[src/sv/pvoc_pkg.sv]
package pvoc_pkg;

    // Sizing of the vertex store and the coordinate datapath.
    localparam int MAX_VERTS  = 16;
    localparam int COORD_BITS = 32;
    localparam int IDX_W      = $clog2(MAX_VERTS);
    localparam int CNT_W      = $clog2(MAX_VERTS + 1);
    localparam int PROD_W     = 2 * COORD_BITS;
    localparam int PID_W      = 24;
    localparam int MODE_W     = 2;

    typedef logic [MODE_W-1:0] t_mode;

    // Mode register codes; the two unused codes behave as polygon mode.
    localparam t_mode MODE_1D = t_mode'(1);
    localparam t_mode MODE_2D = t_mode'(2);

    // Which store entry a read command fetches.
    typedef enum logic [2:0] {
        RS_MAX,
        RS_SUCC,
        RS_PRED,
        RS_FIRST,
        RS_SECOND,
        RS_EMIT
    } t_rsel;

    // One vertex as it arrives.
    typedef struct packed {
        logic [PID_W-1:0]  point_index;
        logic signed [31:0] x_coord;
        logic signed [31:0] y_coord;
        logic              last_vertex;
    } t_in;

    // One result of a cell.
    typedef struct packed {
        logic [PID_W-1:0] out_index;
        logic             out_last;
        logic             was_reversed;
        logic             count_error;
    } t_out;

    // Commands from the controller to the datapath.
    typedef struct packed {
        logic             accept;
        logic             rd_en;
        t_rsel            rd_sel;
        logic             cap_m;
        logic             cap_s;
        logic             diff_en;
        logic             mul_en;
        logic             mul_sel;
        logic             sgn_first;
        logic             sgn_second;
        logic             cmp_2d;
        logic             cmp_1d;
        logic             emit;
        logic             emit_last;
        logic             err_out;
        logic             clr;
        logic [IDX_W-1:0] emit_k;
    } t_cmd;

    // Status from the datapath to the controller.
    typedef struct packed {
        logic [CNT_W-1:0] count;
        logic             mode_one;
    } t_stat;

endpackage

[src/sv/pvoc_ctrl.sv]
module pvoc_ctrl (
    input  logic            i_clk,
    input  logic            i_rst_n,
    input  logic            i_start,
    input  logic            i_last,
    input  pvoc_pkg::t_stat i_stat,
    output logic            o_busy,
    output pvoc_pkg::t_cmd  o_cmd
);
    import pvoc_pkg::*;

    typedef enum logic [3:0] {
        S_LOAD,
        S_DECIDE,
        S_RD_M,
        S_RD_S,
        S_RD_P,
        S_DIFF,
        S_MUL1,
        S_MUL2,
        S_CONV,
        S_CMP,
        S_RD_A,
        S_RD_B,
        S_CAP_B,
        S_CMP1,
        S_EMIT,
        S_ERR
    } t_state;

    t_state           r_state;
    logic             r_busy;
    logic             r_is_1d;
    logic [IDX_W-1:0] r_k;
    logic             w_accept;
    logic             w_k_last;

    assign w_accept = i_start & ~r_busy;
    assign w_k_last = (CNT_W'(r_k) + CNT_W'(1)) == i_stat.count;
    assign o_busy   = r_busy;

    // State, busy flag, sampled mode and emission counter.
    always_ff @(posedge i_clk) begin
        if (!i_rst_n) begin
            r_state <= S_LOAD;
            r_busy  <= 1'b0;
            r_is_1d <= 1'b0;
            r_k     <= '0;
        end else begin
            unique case (r_state)
                S_LOAD: begin
                    if (w_accept && i_last) begin
                        r_is_1d <= i_stat.mode_one;
                        r_busy  <= 1'b1;
                        r_state <= S_DECIDE;
                    end
                end
                S_DECIDE: begin
                    if (r_is_1d) begin
                        if (i_stat.count != CNT_W'(2)) begin
                            r_state <= S_ERR;
                        end else begin
                            r_state <= S_RD_A;
                        end
                    end else begin
                        r_state <= S_RD_M;
                    end
                end
                S_RD_M:  r_state <= S_RD_S;
                S_RD_S:  r_state <= S_RD_P;
                S_RD_P:  r_state <= S_DIFF;
                S_DIFF:  r_state <= S_MUL1;
                S_MUL1:  r_state <= S_MUL2;
                S_MUL2:  r_state <= S_CONV;
                S_CONV:  r_state <= S_CMP;
                S_CMP:   r_state <= S_EMIT;
                S_RD_A:  r_state <= S_RD_B;
                S_RD_B:  r_state <= S_CAP_B;
                S_CAP_B: r_state <= S_CMP1;
                S_CMP1:  r_state <= S_EMIT;
                S_EMIT: begin
                    if (w_k_last) begin
                        r_k     <= '0;
                        r_busy  <= 1'b0;
                        r_state <= S_LOAD;
                    end else begin
                        r_k <= r_k + IDX_W'(1);
                    end
                end
                S_ERR: begin
                    r_busy  <= 1'b0;
                    r_state <= S_LOAD;
                end
                default: begin
                    r_busy  <= 1'b0;
                    r_state <= S_LOAD;
                end
            endcase
        end
    end

    // Command decode for the datapath.
    always_comb begin
        o_cmd        = '0;
        o_cmd.rd_sel = RS_MAX;
        o_cmd.accept = w_accept;
        o_cmd.emit_k = r_k;
        unique case (r_state)
            S_RD_M: begin
                o_cmd.rd_en  = 1'b1;
                o_cmd.rd_sel = RS_MAX;
            end
            S_RD_S: begin
                o_cmd.rd_en  = 1'b1;
                o_cmd.rd_sel = RS_SUCC;
                o_cmd.cap_m  = 1'b1;
            end
            S_RD_P: begin
                o_cmd.rd_en  = 1'b1;
                o_cmd.rd_sel = RS_PRED;
                o_cmd.cap_s  = 1'b1;
            end
            S_DIFF: o_cmd.diff_en = 1'b1;
            S_MUL1: o_cmd.mul_en = 1'b1;
            S_MUL2: begin
                o_cmd.mul_en    = 1'b1;
                o_cmd.mul_sel   = 1'b1;
                o_cmd.sgn_first = 1'b1;
            end
            S_CONV: o_cmd.sgn_second = 1'b1;
            S_CMP:  o_cmd.cmp_2d = 1'b1;
            S_RD_A: begin
                o_cmd.rd_en  = 1'b1;
                o_cmd.rd_sel = RS_FIRST;
            end
            S_RD_B: begin
                o_cmd.rd_en  = 1'b1;
                o_cmd.rd_sel = RS_SECOND;
                o_cmd.cap_m  = 1'b1;
            end
            S_CAP_B: o_cmd.cap_s = 1'b1;
            S_CMP1:  o_cmd.cmp_1d = 1'b1;
            S_EMIT: begin
                o_cmd.rd_en     = 1'b1;
                o_cmd.rd_sel    = RS_EMIT;
                o_cmd.emit      = 1'b1;
                o_cmd.emit_last = w_k_last;
                o_cmd.clr       = w_k_last;
            end
            S_ERR: begin
                o_cmd.err_out = 1'b1;
                o_cmd.clr     = 1'b1;
            end
            default: o_cmd.accept = w_accept;
        endcase
    end

endmodule

[config.mk]
export PLATFORM = sky130hd
export DESIGN_NAME = pvoc_ctrl
export DESIGN_NICKNAME = d
export VERILOG_FILES = /design/src/sv/pvoc_pkg.sv /design/src/sv/pvoc_ctrl.sv
export SDC_FILE = /design/constraint.sdc
export NUM_CORES = 1
export LEC_CHECK = 0
export BUFFER_PORTS_ARGS = -buffer_cell sky130_fd_sc_hd__buf_2
export CAP_MARGIN = 15
export CORE_MARGIN = 2
export CORE_UTILIZATION = 45
export CTS_CLUSTER_SIZE = 8
export DETAILED_ROUTE_END_ITERATION = 10
export PLACE_DENSITY = 0.75
export SLEW_MARGIN = 15
export SYNTH_ARGS = -nofsm -noshare
export SYNTH_HDL_FRONTEND = slang
export SYNTH_SLANG_ARGS = --single-unit
[constraint.sdc]
create_clock -name i_clk -period 2.4 [get_ports i_clk]
set_input_delay 0 -clock i_clk [delete_from_list [all_inputs] [get_ports i_clk]]
set_output_delay 0 -clock i_clk [all_outputs]
set_load 0.02 [all_outputs]
==> impl_results.md <==
- WL/cell: 12.1 µm
- Root buf cell: clkbuf_4
- Synth-to-Final Area Change: 22.2%
- Status: finished, final reports clean
- Min-Delay Endpoint: r_is_1d$_SDFFE_PN0P_
- Yosys top cell area share: 24.2%
- Met3 Track Usage GR: 7.69%
- Number of remaining DRC errors: 0
- GP Congestion: 0.765
- Die ar.: 2200 µm²
- Post-Synthesis Mean Instance Area: 7.38 µm²
- Setup tns final: 0 ns
- Layout Skew: 0.00977 ns
- Worst slew pin tran: 0.537 ns
- First-pass DRT Iterations: 4
- Hold Slack: 0.00220 ns
- Setup-failing EPs final: 0
- First-pass GRT wire length: 3110 µm
- Rows: 15
- CTS tree: done
- Post-DP HPWL: 1500 µm
- Final-report hold violation count: 0
- Post-CTS resize count: 0
- ANT cells: 0
- Post-synth top flop: dfxtp_1
- Async S/R FF share, synth: 0%
- Worst R2R End: r_state[1]$_SDFFE_PN0P_
- Overflow after GRT: 0
- Worst R2R Path Depth: 6
- Grt met2 use: 33.2%
- CP Data Arrival Time: 2.12 ns
- Port buffer count: 32
- Largest net degree at the start of global routing: 18
- Leakage: 0.471 nW
- CP Capture Type: primary output
- CP startpoint kind: flip-flop
- Yosys cell types: 41
- Hold Crit Depth: 3
- Initial antenna violation count: 0
- Crit-path max FO: 6
- Top cells by area, synth: dfxtp_1, nand2_1, nor2_1
- Post-synthesis sequential area ratio: 24.2%
- CTS Buf Count: 3
- Synth Warn #: 0
- Total GRT Usage: 19.9%
- #FFs+latches synth: 10
- R2R Setup Slk: 0.53 ns
- Busiest layer in global routing: met2
- CP Buf/Inv Count: 1
- Max-slew violations: 0
- Clock Pin Slew Worst Setup and Hold Paths: 0.06 ns
- Critical path depth in cells: 7
- Die height: 46.9 µm
- Vias in the first global route: 774
- Min-delay src: i_stat[0]
- Minimum clock period: 2.12 ns
- Starting Density: 47.9%
- Critical Path RT: 2.40 ns
- Max frequency: 0.471 GHz
- Antenna viol nets, final: 0
- Type of the most critical hold path: in -> reg
- Mapped Area: 827 µm²
- Pwr/cell area: 535 nW/µm²
- Slowest stage delay, CP: 0.42 ns
- Syn Nets: 123
- Worst slew margin relative to its limit: 64.2%
- Via density: 5.32
- Setup CP Type: reg -> out
- RSZ-0062 raised after global routing: no
- Layout cells sized above 1: 30.2%
- Commonest cells post-synth: nand2_1, nor2_1, dfxtp_1
- Crit path max-delay family: compound AO/OA/AOI/OAI gates
- Setup Fix Bufs, Post-CTS: 0
- Place WS: 0.562 ns
- # Max-Cap Violations: 0
- CP cell instances: ha_1, nor2b_1, o22a_1, o2bb2ai_1, nand2_1, o22ai_1, buf_2
- Final wirelength: 1980 µm
- CP max-delay cell: dfxtp_1
- Worst-Skew Late Latency: 0.27 ns
- Final WS setup: 0.279 ns
- Gate Count Post-Synth: 112
- Met1 Use GR: 23.7%
- Core area: 1730 µm²
- R2r startpoint: r_k[0]$_SDFFE_PN0P_
- Vias: 872
- I/O Pins: 33
- Die Width: 46.9 µm
- Clock Sinks: 10
- Post-synth top area cell: dfxtp_1
- Hold buffer count at cts: 0
- 1st-iter DRT viols: 20
- Net total in the final layout: 151
- Clock buffer depth: 2
- Worst vdd ir: 0.411 mV
- Number of synthesized flops with an enable pin: 0
- Final worst-path cycle share: 88.4%
- H-tree depth reported by CTS: 1
## sequential cells by signal, indices dropped and copies added, names as in the netlist
name	count
o_busy	1
r_state	4
r_k	4
r_is_1d	1
## routing by layer
metal  vias to the layer above  share of wire (%)  wire, µm
met5                         -                  0         0
li1                        445                  -         -
met4                         0               0.71        14
met3                         2                7.3       145
met2                        33                 47       940
met1                       392                 44       881
## tightest hold or removal path, stage by stage
cell,delay [ns]
buf_2,0.07
mux2i_1,0.05
nor2b_1,0.10
## cells in the final DEF, fill, tap and decap left out, drive strengths merged, types with 2 or more instances in the layout
cell type,count
buf,32
nand2,15
nor2,15
dfxtp,10
nor2b,6
o21ai,5
xnor2,4
a21oi,4
clkbuf,4
inv,3
o21a,3
nand3,3
a21boi,3
nand2b,2
o22ai,2
o22a,2
mux2i,2
o2bb2ai,2
xor2,2
and2,2
and3,2
nor3b,2
or3,2
## through the flow
stage	total power, mW	util (%)	area (µm²)	std cells
5_1_grt	0.579	58.6	1010	164
2_1_floorplan	0.350	-	827	112
6_report	0.541	58.6	1010	164
3_3_place_gp	0.386	56.4	975	160
3_5_place_dp	0.391	56.4	975	160
4_1_cts	0.545	58.6	1010	164
## report_power, final
group	total (mW)	internal, mW	switching [mW]
clock network	0.152	0.0921	0.0602
registers	0.225	0.182	0.0432
logic	0.163	0.0713	0.0921
## worst max path at each step
stage                                   end                start  slack, ns
global route                       o_cmd[4]  r_k[0]$_SDFFE_PN0P_       0.12
global placement        r_k[0]$_SDFFE_PN0P_  r_k[0]$_SDFFE_PN0P_       0.62
finish                             o_cmd[4]  r_k[0]$_SDFFE_PN0P_       0.28
CTS                                o_cmd[4]  r_k[0]$_SDFFE_PN0P_       0.30
detailed placement  r_state[1]$_SDFFE_PN0P_  r_k[0]$_SDFFE_PN0P_       0.56
floorplan                          o_cmd[4]  r_k[0]$_SDFFE_PN0P_       0.54
## area by class of cell
| cell class | count | area (µm²) |
|---|---|---|
| clock buffer | 4 | 36.3 |
| fill | 176 | 716 |
| inverter | 3 | 11.3 |
| multi-input combinational | 90 | 572 |
| sequential | 10 | 200 |
| tap | 25 | 31.3 |
| timing repair buffer | 32 | 160 |
## logic make-up (layout without fill, tap and decap cells)
| kind of cell | Yosys count | after routing | share of synthesized area (%) |
|---|---|---|---|
| and+or+nand+nor | 53 | 53 | 34.2 |
| AOI/OAI and AO/OA | 28 | 28 | 24.7 |
| buffers and inverters | 12 | 39 | 6.66 |
| DFF | 10 | 10 | 24.2 |
| xor gates and xnor gates | 6 | 6 | 6.35 |
| muxes | 2 | 2 | 2.42 |
| adders and majority gates | 1 | 1 | 1.51 |
Power figures use the tool's default switching activity.
